`config.mk`:
```
export PLATFORM = sky130hd
export DESIGN_NAME = utf8_string_validator
export DESIGN_NICKNAME = d
export VERILOG_FILES = /design/src/hw/rtl/usv_pkg.sv /design/src/hw/rtl/utf8_string_validator.sv /design/src/hw/rtl/usv_step.sv
export VERILOG_INCLUDE_DIRS = /design/src /design/src/hw/rtl
export SDC_FILE = /design/constraint.sdc
export NUM_CORES = 1
export LEC_CHECK = 0
export ABC_AREA = 0
export BUFFER_PORTS_ARGS = -buffer_cell sky130_fd_sc_hd__buf_2
export CAP_MARGIN = 20
export CORE_ASPECT_RATIO = 0.7
export CORE_MARGIN = 4
export CORE_UTILIZATION = 55
export DETAILED_ROUTE_END_ITERATION = 7
export PLACE_DENSITY = 0.79
export SLEW_MARGIN = 30
export SYNTH_ARGS = -nofsm -noshare
export SYNTH_HDL_FRONTEND = slang
export SYNTH_HIERARCHICAL = 1
export SYNTH_SLANG_ARGS = --single-unit
```
`constraint.sdc`:
```
create_clock -name clk -period 5.5 [get_ports clk]
set_clock_uncertainty 0.1 [all_clocks]
set_input_delay 0.275 -clock clk [delete_from_list [all_inputs] [get_ports clk]]
set_output_delay 0.275 -clock clk [all_outputs]
set_load 0.01 [all_outputs]
```
`src/hw/rtl/assert_macros.svh`:
```
// Assertion macros used by the top level of the UTF-8 string validator.
`ifndef ASSERT_MACROS_SVH
`define ASSERT_MACROS_SVH

// Same-cycle implication, checked on every rising edge outside reset.
`define ASSERT_NOW(label, ante, cons, msg) \
  label: assert property (@(posedge clk) disable iff (rst) (ante) |-> (cons)) \
    else $error(msg);

// Next-cycle implication, checked on every rising edge outside reset.
`define ASSERT_NEXT(label, ante, cons, msg) \
  label: assert property (@(posedge clk) disable iff (rst) (ante) |=> (cons)) \
    else $error(msg);

`endif

```
`src/hw/rtl/usv_pkg.sv`:
```
// Shared types, constants and helpers of the UTF-8 string validator.
package usv_pkg;

  localparam int CP_W      = 21;
  localparam int CNT_OUT_W = 17;
  localparam int LEN_W     = 3;

  localparam longint unsigned MAX_BYTES_DEF = 64'd65536;

  // Result status codes
  localparam logic [1:0] STATUS_OK    = 2'd0;
  localparam logic [1:0] STATUS_RANGE = 2'd1;
  localparam logic [1:0] STATUS_ILL   = 2'd2;

  localparam logic [CP_W-1:0] CP_ALL_ONES   = '1;
  localparam logic [CP_W-1:0] CP_MAX_LEGAL  = 21'h10FFFF;
  localparam logic [CP_W-1:0] CP_TWO_MIN    = 21'h000080;
  localparam logic [CP_W-1:0] CP_THREE_MIN  = 21'h000800;
  localparam logic [CP_W-1:0] CP_FOUR_MIN   = 21'h010000;
  localparam logic [CP_W-1:0] CP_SURR_LO    = 21'h00D800;
  localparam logic [CP_W-1:0] CP_SURR_HI    = 21'h00DFFF;
  localparam logic [CP_W-1:0] CP_LIMIT      = 21'h110000;

  // Per-string decoder state (counters live in the top level)
  typedef struct packed {
    logic [LEN_W-1:0] exp_len;
    logic [LEN_W-1:0] rcv;
    logic [CP_W-1:0]  partial;
    logic [CP_W-1:0]  min_seen;
    logic [CP_W-1:0]  max_seen;
    logic             malformed;
  } dec_state_t;

  localparam dec_state_t DEC_CLEAR = '{
    exp_len:   '0,
    rcv:       '0,
    partial:   '0,
    min_seen:  CP_ALL_ONES,
    max_seen:  '0,
    malformed: 1'b0
  };

  // Number of bytes of the shortest legal encoding; zero for no legal form
  function automatic logic [LEN_W-1:0] encoded_size(input logic [CP_W-1:0] cp);
    logic [LEN_W-1:0] sz;
    if (cp < CP_TWO_MIN) begin
      sz = 3'd1;
    end else if (cp < CP_THREE_MIN) begin
      sz = 3'd2;
    end else if (cp < CP_FOUR_MIN) begin
      sz = (cp >= CP_SURR_LO && cp <= CP_SURR_HI) ? 3'd0 : 3'd3;
    end else if (cp < CP_LIMIT) begin
      sz = 3'd4;
    end else begin
      sz = 3'd0;
    end
    return sz;
  endfunction

endpackage

```
`src/hw/rtl/utf8_string_validator.sv`:
```
// Top level of the UTF-8 string validator: input register, decode, result register.
//
//  Channel   Direction  Handshake          Contents
//  s_*       in         s_tvalid/s_tready  one string byte per item, tlast ends string
//  m_*       out        m_tvalid/m_tready  one result item per string
//  cfg_*     in         cfg_we             code-point bounds, index 0 min, 1 max
//
// One item per cycle is taken while no last item stalls; a byte reaches the decoder in the
// cycle after it is accepted, and a string's result reaches m_* through the input register
// and then the result register. The input register and the result register each hold one
// item, so the next string's bytes keep flowing while a result waits; only a last item
// stalls when the result register is still full. Reset (rst, synchronous) empties
// both registers, clears the string state and restores the bounds.
`include "assert_macros.svh"

module utf8_string_validator #(
  parameter longint unsigned MAX_BYTES = usv_pkg::MAX_BYTES_DEF
) (
  input  logic        clk,
  input  logic        rst,
  input  logic        s_tvalid,
  output logic        s_tready,
  input  logic [7:0]  s_tdata,   // [7:0] data_byte
  input  logic [0:0]  s_tuser,   // [0] has_byte
  input  logic        s_tlast,   // last_byte
  output logic        m_tvalid,
  input  logic        m_tready,
  // [1:0] status, [18:2] code_point_count, [35:19] byte_length,
  // [56:36] min_code_point, [77:57] max_code_point, [79:78] zero
  output logic [79:0] m_tdata,
  output logic [0:0]  m_tuser,   // [0] stats_valid
  input  logic        cfg_we,
  input  logic [0:0]  cfg_addr,
  input  logic [20:0] cfg_data
);
  import usv_pkg::*;

  localparam int CNT_W = $clog2(MAX_BYTES + 64'd1);
  localparam int EXT_W = (CNT_W > CNT_OUT_W) ? CNT_W : CNT_OUT_W;
  localparam logic [CNT_W-1:0] CNT_SAT = CNT_W'(MAX_BYTES);

  localparam logic [0:0] REG_MIN = 1'b0;
  localparam logic [0:0] REG_MAX = 1'b1;

  // Bounds
  logic [CP_W-1:0] min_accepted;
  logic [CP_W-1:0] max_accepted;

  // Input register
  logic       in_valid;
  logic [7:0] in_byte;
  logic       in_has;
  logic       in_last;

  // String state
  dec_state_t      dec;
  dec_state_t      dec_next;
  logic            accept;
  logic [CNT_W-1:0] point_count;
  logic [CNT_W-1:0] total_bytes;
  logic [CNT_W-1:0] point_count_next;
  logic [CNT_W-1:0] total_bytes_next;

  // Result register
  logic                 out_valid;
  logic [1:0]           out_status;
  logic [CNT_OUT_W-1:0] out_count;
  logic [CNT_OUT_W-1:0] out_length;
  logic [CP_W-1:0]      out_min;
  logic [CP_W-1:0]      out_max;
  logic                 out_stats;

  logic                 advance;
  logic                 ends_ill;
  logic                 in_bounds;
  logic [EXT_W-1:0]     count_ext;
  logic [EXT_W-1:0]     length_ext;

  // Move the held item on unless its result has nowhere to go
  assign advance  = in_valid && (!in_last || !out_valid || m_tready);
  assign s_tready = !in_valid || advance;

  // Hold configuration writes
  always_ff @(posedge clk) begin
    if (rst) begin
      min_accepted <= '0;
      max_accepted <= CP_MAX_LEGAL;
    end else if (cfg_we) begin
      if (cfg_addr == REG_MIN) begin
        min_accepted <= cfg_data;
      end
      if (cfg_addr == REG_MAX) begin
        max_accepted <= cfg_data;
      end
    end
  end

  // Capture the input item
  always_ff @(posedge clk) begin
    if (rst) begin
      in_valid <= 1'b0;
    end else if (s_tready) begin
      in_valid <= s_tvalid;
    end
  end

  always_ff @(posedge clk) begin
    if (s_tvalid && s_tready) begin
      in_byte <= s_tdata;
      in_has  <= s_tuser[0];
      in_last <= s_tlast;
    end
  end

  usv_step u_step (
    .cur       (dec),
    .data_byte (in_byte),
    .has_byte  (in_has),
    .nxt       (dec_next),
    .accept    (accept)
  );

  // Saturating counters
  always_comb begin
    point_count_next = point_count;
    total_bytes_next = total_bytes;
    if (accept && point_count != CNT_SAT) begin
      point_count_next = point_count + 1'b1;
    end
    if (in_has && total_bytes != CNT_SAT) begin
      total_bytes_next = total_bytes + 1'b1;
    end
  end

  assign ends_ill   = dec_next.malformed || (dec_next.exp_len != '0);
  assign in_bounds  = (dec_next.min_seen >= min_accepted) &&
                      (dec_next.max_seen <= max_accepted);
  assign count_ext  = EXT_W'(point_count_next);
  assign length_ext = EXT_W'(total_bytes_next);

  // Advance the string state; clear it when the string ends
  always_ff @(posedge clk) begin
    if (rst) begin
      dec         <= DEC_CLEAR;
      point_count <= '0;
      total_bytes <= '0;
    end else if (advance) begin
      if (in_last) begin
        dec         <= DEC_CLEAR;
        point_count <= '0;
        total_bytes <= '0;
      end else begin
        dec         <= dec_next;
        point_count <= point_count_next;
        total_bytes <= total_bytes_next;
      end
    end
  end

  // Result valid flag
  always_ff @(posedge clk) begin
    if (rst) begin
      out_valid <= 1'b0;
    end else if (advance && in_last) begin
      out_valid <= 1'b1;
    end else if (m_tready) begin
      out_valid <= 1'b0;
    end
  end

  // Build the result item at the end of a string
  always_ff @(posedge clk) begin
    if (advance && in_last) begin
      out_status <= STATUS_OK;
      out_count  <= '0;
      out_length <= '0;
      out_min    <= '0;
      out_max    <= '0;
      out_stats  <= 1'b0;
      if (ends_ill) begin
        out_status <= STATUS_ILL;
      end else if (total_bytes_next != '0) begin
        out_stats <= 1'b1;
        out_min   <= dec_next.min_seen;
        out_max   <= dec_next.max_seen;
        if (in_bounds) begin
          out_count  <= count_ext[CNT_OUT_W-1:0];
          out_length <= length_ext[CNT_OUT_W-1:0];
        end else begin
          out_status <= STATUS_RANGE;
        end
      end
    end
  end

  assign m_tvalid = out_valid;
  assign m_tdata  = {2'b00, out_max, out_min, out_length, out_count, out_status};
  assign m_tuser  = out_stats;

  // A last item never overwrites a result that is still waiting
  `ASSERT_NOW(a_no_overwrite, out_valid && !m_tready, !(advance && in_last),
              "last item advanced over a waiting result")
  // A result that leaves the input side fills the result register
  `ASSERT_NEXT(a_result_loaded, advance && in_last, out_valid,
               "string end did not produce a result")
  // Ill-formed results carry no statistics
  `ASSERT_NOW(a_ill_empty, out_valid && out_status == STATUS_ILL,
              !out_stats && out_count == '0 && out_length == '0,
              "ill-formed result carries statistics")
  // A sequence in progress has seen its lead byte and is not yet complete
  `ASSERT_NOW(a_seq_count, dec.exp_len != '0,
              dec.rcv != '0 && dec.rcv < dec.exp_len,
              "continuation count out of step with sequence length")

endmodule

```
`src/hw/rtl/usv_step.sv`:
```
// One-byte decode step: next decoder state and any completed code point.
module usv_step (
  input  usv_pkg::dec_state_t          cur,
  input  logic [7:0]                   data_byte,
  input  logic                         has_byte,
  output usv_pkg::dec_state_t          nxt,
  output logic                         accept
);
  import usv_pkg::*;

  logic [CP_W-1:0]  cp;
  logic [CP_W-1:0]  joined;
  logic [LEN_W-1:0] rcv_inc;

  assign joined  = {cur.partial[CP_W-7:0], data_byte[5:0]};
  assign rcv_inc = cur.rcv + 3'd1;

  // Decode the byte against the sequence in progress
  always_comb begin
    nxt    = cur;
    accept = 1'b0;
    cp     = '0;
    if (has_byte && !cur.malformed) begin
      if (cur.exp_len == 3'd0) begin
        if (data_byte inside {[8'h00:8'h7F]}) begin
          accept = 1'b1;
          cp     = CP_W'(data_byte);
        end else if (data_byte inside {[8'hC0:8'hDF]}) begin
          nxt.exp_len = 3'd2;
          nxt.rcv     = 3'd1;
          nxt.partial = CP_W'(data_byte[4:0]);
        end else if (data_byte inside {[8'hE0:8'hEF]}) begin
          nxt.exp_len = 3'd3;
          nxt.rcv     = 3'd1;
          nxt.partial = CP_W'(data_byte[3:0]);
        end else if (data_byte inside {[8'hF0:8'hF7]}) begin
          nxt.exp_len = 3'd4;
          nxt.rcv     = 3'd1;
          nxt.partial = CP_W'(data_byte[2:0]);
        end else begin
          nxt.malformed = 1'b1;
        end
      end else if (data_byte[7:6] != 2'b10) begin
        nxt.malformed = 1'b1;
      end else if (rcv_inc >= cur.exp_len) begin
        // Sequence complete: reject overlong, surrogate and out-of-range values
        if (encoded_size(joined) != cur.exp_len) begin
          nxt.malformed = 1'b1;
        end else begin
          accept = 1'b1;
          cp     = joined;
        end
        nxt.exp_len = '0;
        nxt.rcv     = '0;
        nxt.partial = '0;
      end else begin
        nxt.partial = joined;
        nxt.rcv     = rcv_inc;
      end
    end
    // Track extremes of accepted code points
    if (accept) begin
      if (cp < cur.min_seen) begin
        nxt.min_seen = cp;
      end
      if (cp > cur.max_seen) begin
        nxt.max_seen = cp;
      end
    end
  end

endmodule

```
---- Word level (Yosys, flattened, before mapping) ----
Cells that the tools add are included.
storage, ports and cells
  register bits after elaboration ......... 231
  input port bits ......................... 37
cells by class
  bitwise logic cells ..................... 3
  $lt $le $gt $ge ......................... 19
  add/sub/neg operators ................... 3
  equality and inequality tests ........... 7
  reduce and logical (&&, ||, !) cells .... 30
  muxes and demuxes ....................... 51
operators with widths
  kind                                                                  number
  2-to-1 mux 27 bit                                                     7
  2-to-1 mux 21 bit                                                     7
  2-to-1 mux 70 bit                                                     1
  2-to-1 mux 17 bit                                                     4
  2-to-1 mux 42 bit                                                     1
  adder 17 x 1 -> 17 bit (second input constant)                        2
  inequality test 17 bit (second input constant)                        2
  2-to-1 mux 3 bit                                                      9
  greater-or-equal comparator 8 bit (second input constant)             3
  <= comparator 8 bit (second input constant)                           3
  2-to-1 mux 24 bit                                                     1
  greater-or-equal comparator 21 x 16 -> 1 bit (second input constant)  1
  greater-or-equal comparator 21 bit                                    1
  greater-than comparator 21 bit                                        1
  <= comparator 21 x 16 -> 1 bit (second input constant)                1
  <= comparator 21 bit                                                  1
  < comparator 21 x 12 -> 1 bit (second input constant)                 1
  < comparator 21 x 17 -> 1 bit (second input constant)                 1
  < comparator 21 bit                                                   1
  < comparator 21 bit (second input constant)                           1
  < comparator 21 x 8 -> 1 bit (second input constant)                  1
  2-to-1 mux 1 bit                                                      19
  nonzero test 17 bit                                                   1
  logical AND 1 bit                                                     12
  other kinds (21)                                                      31

---- Longest topological paths before layout ----
Gate-level depths: netlist (run 1).
  depth after elaboration ................. 23
  mapped depth ............................ 27
  gate-level depth less buffers ........... 24

---- Modules after synthesis ----
Netlist (run 1), hierarchy kept.
modules (own cells, without submodules)
  module                 area an instance (µm²)  cells an instance  instances
  utf8_string_validator  11024.3                 1163               1
  usv_step               2309.7                  322                1

---- Worst setup path before layout (run 1) ----
Ideal clock, no wire load.
  path kind ............................... flip-flop to flip-flop
  start point ............................. register dec[52] (netlist bit)
  end point ............................... register out_status[0] (data pin)
  setup time .............................. 0.254 ns
  period minus slack after synthesis ...... 5.854 ns
  arrival time ............................ 5.499 ns
  stages on the path, launching flop included .. 25
  path slack .............................. -0.354 ns
  path buffers ............................ 3
  cells stage by stage .................... dfxtp_1 > or4_4 > and2_4 > o31a_1 > mux2i_1 > and3_1 > clkbuf_1 > and2_1 > ha_1 > a21oi_1 > o21ai_0 > a221oi_1 > o31ai_1 > o21ai_0 > or2_1 > buf_6 > mux2_4 > ha_1 > and3_1 > o21ai_0 > a31oi_1 > a2111oi_0 > a21oi_1 > clkbuf_1 > o21a_1
RTL lines
  element                 line                          source
  start, declared         utf8_string_validator.sv:56   dec_state_t dec;
  start signal, assigned  utf8_string_validator.sv:153  dec <= dec_next;
  end signal, assigned    utf8_string_validator.sv:174  out_status <= STATUS_OK;
  end signal, assigned    utf8_string_validator.sv:181  out_status <= STATUS_ILL;
  end signal, assigned    utf8_string_validator.sv:190  out_status <= STATUS_RANGE;
  end, declared           utf8_string_validator.sv:66   logic [1:0] out_status;

==> summary.txt, run 1 <==
Global routing
  • First-pass GRT wire length: 64.21 mm
  • Vias in the first global route: 11480
  • GRT met1 Usage: 46.53%
  • GR met2 Demand/Resource: 44.28%
  • Gr busiest metal: met1
  • Antenna violations before repair: 1
  • Largest net degree at the start of global routing: 98
  • Met3 Track Usage GR: 7.522%
  • Total gr overflow: 0
  • Overall Global Routing Usage: 30.59%

Cells and area
  • Layout cells sized above 1: 27.23%
  • Final core utilization: 75.13%
  • Cell area after layout: 0.01730 mm2
  • Area growth syn-to-layout: 32.40%
  • Nets@finish: 1803
  • Commonest non-fill, non-tap cells in the layout: 140 x dfxtp_1, 132 x nand2_1, 119 x buf_4, 116 x buf_2, 115 x a21oi_1
  • FILL cells: 1475
  • Leading cell type in the layout, fill and taps excluded: dfxtp_1

Pwr
  • Sw power: 1.070 mW
  • Peak supply drop: 197.1 uV
  • Comb power frac: 13.3%
  • Clock group share of total power: 41.9%
  • PD cells: 238.9 mW/mm2
  • Pwr Total: 4.133 mW
  • Leakage power figure: 7.047 nW
  • Sw frac: 25.88%
  • Internal: 3.063 mW
  • Seq pwr share: 44.7%

STA
  • WHS: 39.11 ps
  • Final period utilization: 108.6%
  • Setup WS post-layout: -471.6 ps
  • Tmin final: 5972 ps
  • Slew Limit Fails: 0
  • Max Clock Freq: 167.5 MHz
  • Setup violators final: 35
  • Fin. Hold Viols: 0
  • Slew margin rel.: 33.51%
  • Worst slew pin tran: 996.0 ps
  • RSZ-0062 raised after global routing: true

Drt
  • Iter 0 DRT Violations: 2039
  • Total Wirelength: 44.64 mm
  • DRC Markers: 0
  • Drt pass-1 iters: 8
  • Routed length per instance: 22.25 um
  • Vias per cell: 6.406
  • Number of nets still failing antenna checks after routing: 0
  • Via count: 12850

CTS
  • CTS tree: yes
  • H-tree depth: 1
  • Clock latency on the worst-skew pair: 530 ps
  • Root Buffer Master: clkbuf_16
  • Clock sink total: 231
  • Clock transition at path regs: 60 ps
  • CTS buffer count: 24
  • CTS max path bufs: 3

Status
  • Status: finished with violations
  • Failing checks: negative setup slack

Worst setup path
  • Largest fanout on the critical path: 8
  • Startpoint types: register
  • Slowest Stage Delay on Critical Path: 540 ps
  • CP Class: reg2reg
  • CP required: 5660 ps
  • Worst Path Arrival: 6130 ps
  • Most used cell, CP: buf_12
  • Family with the most delay on the worst path: compound AO/OA/AOI/OAI gates
  • Kind of end point of the critical path: register
  • Crit-path slowest cell: or4_4
  • Count of buffer and inverter cells on the critical path: 8

Place
  • Routability cong.: 0.9591
  • PortBufs: 117
  • DP HPWL: 27.40 mm
  • Post-place setup slack: -397.5 ps
  • Placed Area: 0.01463 mm2

Logic synthesis
  • Mapped cell area: 0.01306 mm2
  • Cells after Synth: 1455
  • Synth warn: 6
  • Mean area per synthesized cell: 8.979 um2

Job
  • Number of max-cap violations: 0

Die
  • DIE AREA: 0.02632 mm2
  • Chip Width: 192.2 um
  • DIE HEIGHT: 136.9 um
  • FP Rows: 46
  • I/O pins: 120
  • Initial Util: 56.74%
  • Core footprint: 0.02302 mm2

Hold path
  • Hold Path Class: in2reg
worst min-delay path, cell delays in order:
cell and delay, ps:
buf_2 80, nor2b_1 110, nor2_1 120, nor2_1 40
flip-flops by register name, indices dropped and copies added, names as in the netlist, 2 cells and up:
name and count:
dec 64, max_accepted 21, min_accepted 21, out_max 21
out_min 21, out_count 17, out_length 17, point_count 17
total_bytes 17, in_byte 8, out_status 2
power by group through the flow:
stage / clock, mW / combinational [mW] / sequential [mW]
6_report: 1.73 / 0.551 / 1.85
3_5_place_dp: 0 / 0.407 / 1.88
4_1_cts: 1.73 / 0.457 / 1.85
5_1_grt: 1.82 / 0.581 / 1.85
2_1_floorplan: 0 / 0.245 / 1.88
3_3_place_gp: 0 / 0.394 / 1.88
layer usage:
metal  up-vias  wire (um)
met5         -          0
met3        92       6402
met2      1000      18860
met1      6082      18500
met4         0        863
li1       5676          -
repair_timing:
| action | in CTS | in global routing |
|---|---|---|
| resized for setup | 91 | 99 |
| buffers inserted | 13 | 11 |
| hold buffers | 32 | 0 |
| pin swaps | 16 | 30 |
| cloned | 7 | 6 |
| endpoints found under the setup margin | 35 | 35 |
| endpoints found under the hold margin | 42 | 0 |
area by class of cell:
type	instances	area (um2)	share of cell area (%)
antenna	1	2.502	0.01447
tap	312	390.4	2.257
clock buffer	27	631.9	3.653
sequential	231	5518	31.90
timing repair buffer	298	2321	13.42
clock inverter	17	203.9	1.179
inverter	97	364.1	2.105
multi-input combinational	1023	7865	45.47
path summary, 6_finish.rpt:
| path | start | end | slack, ps | cells past startpoint |
|---|---|---|---|---|
| setup / recovery | dec[49] | out_count[12] | -470 | 28 |
| hold reg to reg | min_accepted[18] | min_accepted[18] | 360 | 2 |
| hold / removal | m_tready | m_tvalid | 40 | 4 |
| setup reg to reg | dec[49] | out_count[12] | -470 | 28 |
stage by stage:
stage | instances | TNS (ps)
finish | 2006 | -13670
global route | 2005 | -21290
CTS | 1991 | -7540
detailed placement | 1897 | -11650
global placement | 1896 | -8979
floorplan | 1456 | 0
No activity file was read; power rests on OpenSTA's default activity.
==> run 2: changes to the inputs <==
--- a/config.mk
+++ b/config.mk
@@ -13,5 +13,6 @@
 export CORE_MARGIN = 4
-export CORE_UTILIZATION = 55
+export CORE_UTILIZATION = 56
+export CTS_BUF_LIST = sky130_fd_sc_hd__clkbuf_4
 export DETAILED_ROUTE_END_ITERATION = 7
-export PLACE_DENSITY = 0.79
+export PLACE_DENSITY = 0.8
 export SLEW_MARGIN = 30
--- a/constraint.sdc
+++ b/constraint.sdc
@@ -4,2 +4,2 @@
 set_output_delay 0.275 -clock clk [all_outputs]
-set_load 0.01 [all_outputs]
+set_load 0.1 [all_outputs]
==> run 2 against run 1 <==
The flow still finishes with violations (negative setup slack). Global-route usage is 1.8 points higher. Largest power group unchanged. Highest routed layer unchanged. Routed wire length is 6.7% higher. Non-clock buffer count is 30 higher.
==> summary.txt, run 2 (same netlist as run 1, synthesis figures left out) <==
Status
  • Status: finished with violations (unchanged)
  • Failing checks: negative setup slack (unchanged)

CTS
  • CTS tree: yes (unchanged)
  • Clock sink total: 231 (unchanged)
  • CTS max path bufs: 3 (unchanged)
  • H-tree depth: 2 (was 1)
  • CTS buffer count: 57 (was 24)
  • Root Buffer Master: clkbuf_4 (was clkbuf_16)
  • Clock transition at path regs: 60 ps (about the same)
  • Clock latency on the worst-skew pair: 780 ps (was 530 ps)

Drt
  • Drt pass-1 iters: 8 (unchanged)
  • Routed length per instance: 22.71 um (was 22.25 um)
  • Vias per cell: 6.487 (was 6.406)
  • Total Wirelength: 47.64 mm (was 44.64 mm)
  • Number of nets still failing antenna checks after routing: 0 (unchanged)
  • Via count: 13610 (was 12850)
  • DRC Markers: 0 (unchanged)
  • Iter 0 DRT Violations: 2020 (was 2039)

Worst setup path
  • Startpoint types: register (unchanged)
  • RR Startpoint: dec[49] (unchanged)
  • Kind of end point of the critical path: register (unchanged)
  • CP required: 5850 ps (was 5660 ps)
  • R2R cell count: 30 (was 28)
  • R2r setup slk: -450 ps (was -470 ps)
  • Slowest Stage Delay on Critical Path: 540 ps (about the same)
  • Crit-path slowest cell: or4_4 (unchanged)
  • Reg-to-reg endpoint: out_length[3] (was out_count[12])
  • Most used cell, CP: buf_4 (was buf_12)
  • Worst Path Arrival: 6300 ps (was 6130 ps)
  • CP Class: reg2reg (unchanged)
  • Largest fanout on the critical path: 8 (unchanged)

Place
  • DP HPWL: 27.14 mm (was 27.40 mm)
  • Routability cong.: 0.9845 (was 0.9591)
  • Post-place setup slack: -628.1 ps (was -397.5 ps)
  • PortBufs: 117 (unchanged)

STA
  • Worst slew pin tran: 996.6 ps (was 996.0 ps)
  • Setup WS post-layout: -446.2 ps (was -471.6 ps)
  • Final period utilization: 108.1% (was 108.6%)
  • Tmin final: 5946 ps (was 5972 ps)
  • Max Clock Freq: 168.2 MHz (was 167.5 MHz)
  • Slew margin rel.: 33.47% (was 33.51%)
  • WHS: 162.0 ps (was 39.11 ps)
  • Setup TNS: -14080 ps (was -13670 ps)
  • Fin. Hold Viols: 0 (unchanged)
  • Slew Limit Fails: 0 (unchanged)
  • RSZ-0062 raised after global routing: true (unchanged)
  • Setup violators final: 35 (unchanged)

Cells and area
  • Nets@finish: 1866 (was 1803)
  • Leading cell type in the layout, fill and taps excluded: dfxtp_1 (unchanged)
  • Layout cells sized above 1: 29.97% (was 27.23%)
  • Largest register FFs: 64 (unchanged)
  • Commonest non-fill, non-tap cells in the layout: 140 x dfxtp_1, 132 x nand2_1, 132 x buf_4, 116 x buf_2, 114 x a21oi_1 (was 140 x dfxtp_1, 132 x nand2_1, 119 x buf_4, 116 x buf_2, 115 x a21oi_1)
  • FILL cells: 1342 (was 1475)
  • Most flops, register: dec (unchanged)
  • Area growth syn-to-layout: 34.59% (was 32.40%)

Pwr
  • Internal: 2.800 mW (was 3.063 mW)
  • Comb power frac: 16.8% (was 13.3%)
  • PD cells: 229.1 mW/mm2 (was 238.9 mW/mm2)
  • Sw frac: 30.50% (was 25.88%)
  • Seq pwr share: 45.9% (was 44.7%)
  • Sw power: 1.229 mW (was 1.070 mW)
  • Peak supply drop: 184.2 uV (was 197.1 uV)
  • Leakage power figure: 7.269 nW (was 7.047 nW)
  • Clock group share of total power: 37.3% (was 41.9%)
  • Pwr Total: 4.028 mW (was 4.133 mW)

Die
  • Core footprint: 0.02279 mm2 (was 0.02302 mm2)
  • Initial Util: 57.32% (was 56.74%)
  • Chip Width: 190.6 um (was 192.2 um)
  • DIE AREA: 0.02588 mm2 (was 0.02632 mm2)
  • DIE HEIGHT: 135.8 um (was 136.9 um)
  • FP Rows: 46 (unchanged)
  • I/O pins: 120 (unchanged)

Global routing
  • Largest net degree at the start of global routing: 98 (unchanged)
  • First-pass GRT wire length: 66.97 mm (was 64.21 mm)
  • Overall Global Routing Usage: 32.39% (was 30.59%)
  • Vias in the first global route: 12208 (was 11480)
  • Antenna violations before repair: 1 (unchanged)
  • Total gr overflow: 0 (unchanged)

Hold path
  • WHS Endpoint: in_byte[6] (was m_tvalid)
  • Hold_sp: s_tdata[6] (was m_tready)
  • Hold Path Stages: 2 (was 4)
  • Hold Path Class: in2reg (unchanged)

Job
  • Number of max-cap violations: 0 (unchanged)
run 2: cell count changes in the layout (fill, tap and decap cells not counted), sizes merged:
cell	previous run	this run
dlygate4sd3	32	54
clkinvlp	4	1
inv	97	98
clkinv	9	15
buf	263	270
clkbuf	30	93
bufinv	4	0
run 2: power groups by stage:
stage / clock network [mW] / registers [mW] / logic, mW
after floorplan: 0 / 1.98 / 0.251
after global placement: 0 / 1.88 / 0.490
after detailed placement: 0 / 1.88 / 0.505
after CTS: 1.49 / 1.84 / 0.564
after global routing: 1.59 / 1.85 / 0.703
final: 1.50 / 1.85 / 0.678
run 2: worst max path at each step:
stage | from | slack (ps) | end | depth (start not counted)
3_5_place_dp | dec[52] | -630 | out_count[6] | 25
2_1_floorplan | dec[52] | 0.9 | out_status[0] | 24
6_report | dec[49] | -450 | out_length[3] | 30
5_1_grt | dec[49] | -610 | out_length[0] | 30
4_1_cts | dec[52] | -280 | out_length[16] | 25
3_3_place_gp | dec[52] | -590 | out_length[16] | 24
run 2: critical path: cells and delay by family (launching register included):
| kind | cells | cell delay (ps) |
|---|---|---|
| and+or+nand+nor | 8 | 1500 |
| DFF | 1 | 310 |
| buffers and inverters | 9 | 1320 |
| AOI/OAI and AO/OA | 10 | 1780 |
| xor gates and xnor gates | 1 | 220 |
| adders and majority gates | 2 | 480 |
run 2: layout make-up:
type                       instances  area (um2)  share of cell area, %
timing repair buffer             328        2600                  14.79
clock inverter                    17       76.32                 0.4341
clock buffer                      89       668.1                  3.800
multi-input combinational       1023        7963                  45.29
inverter                          97       364.1                  2.071
tap                              312       390.4                  2.220
antenna                            1       2.502                0.01423
sequential                       231        5518                  31.38
run 2: what timing repair did:
item,CTS,global route
setup buffers,11,19
setup endpoints to repair,35,35
endpoints found under the hold margin,66,0
pin swaps,29,24
gates cloned,4,6
hold buffers,54,0
gates resized for setup,101,85
run 2: through the flow:
step	std cells	util [%]	cell area, um2
2_1_floorplan	1456	-	13130
3_3_place_gp	1897	64.02	14590
3_5_place_dp	1898	64.23	14640
4_1_cts	2073	73.54	16760
5_1_grt	2098	77.14	17580
6_report	2098	77.14	17580
run 2: per-layer routing:
layer	vias up	GRT usage, %	part of all wire (%)
met5	-	0	0
met4	0	10.85	3.9
met3	210	8.320	14
met2	1167	47.20	43
met1	6381	47.02	39
li1	5852	-	-
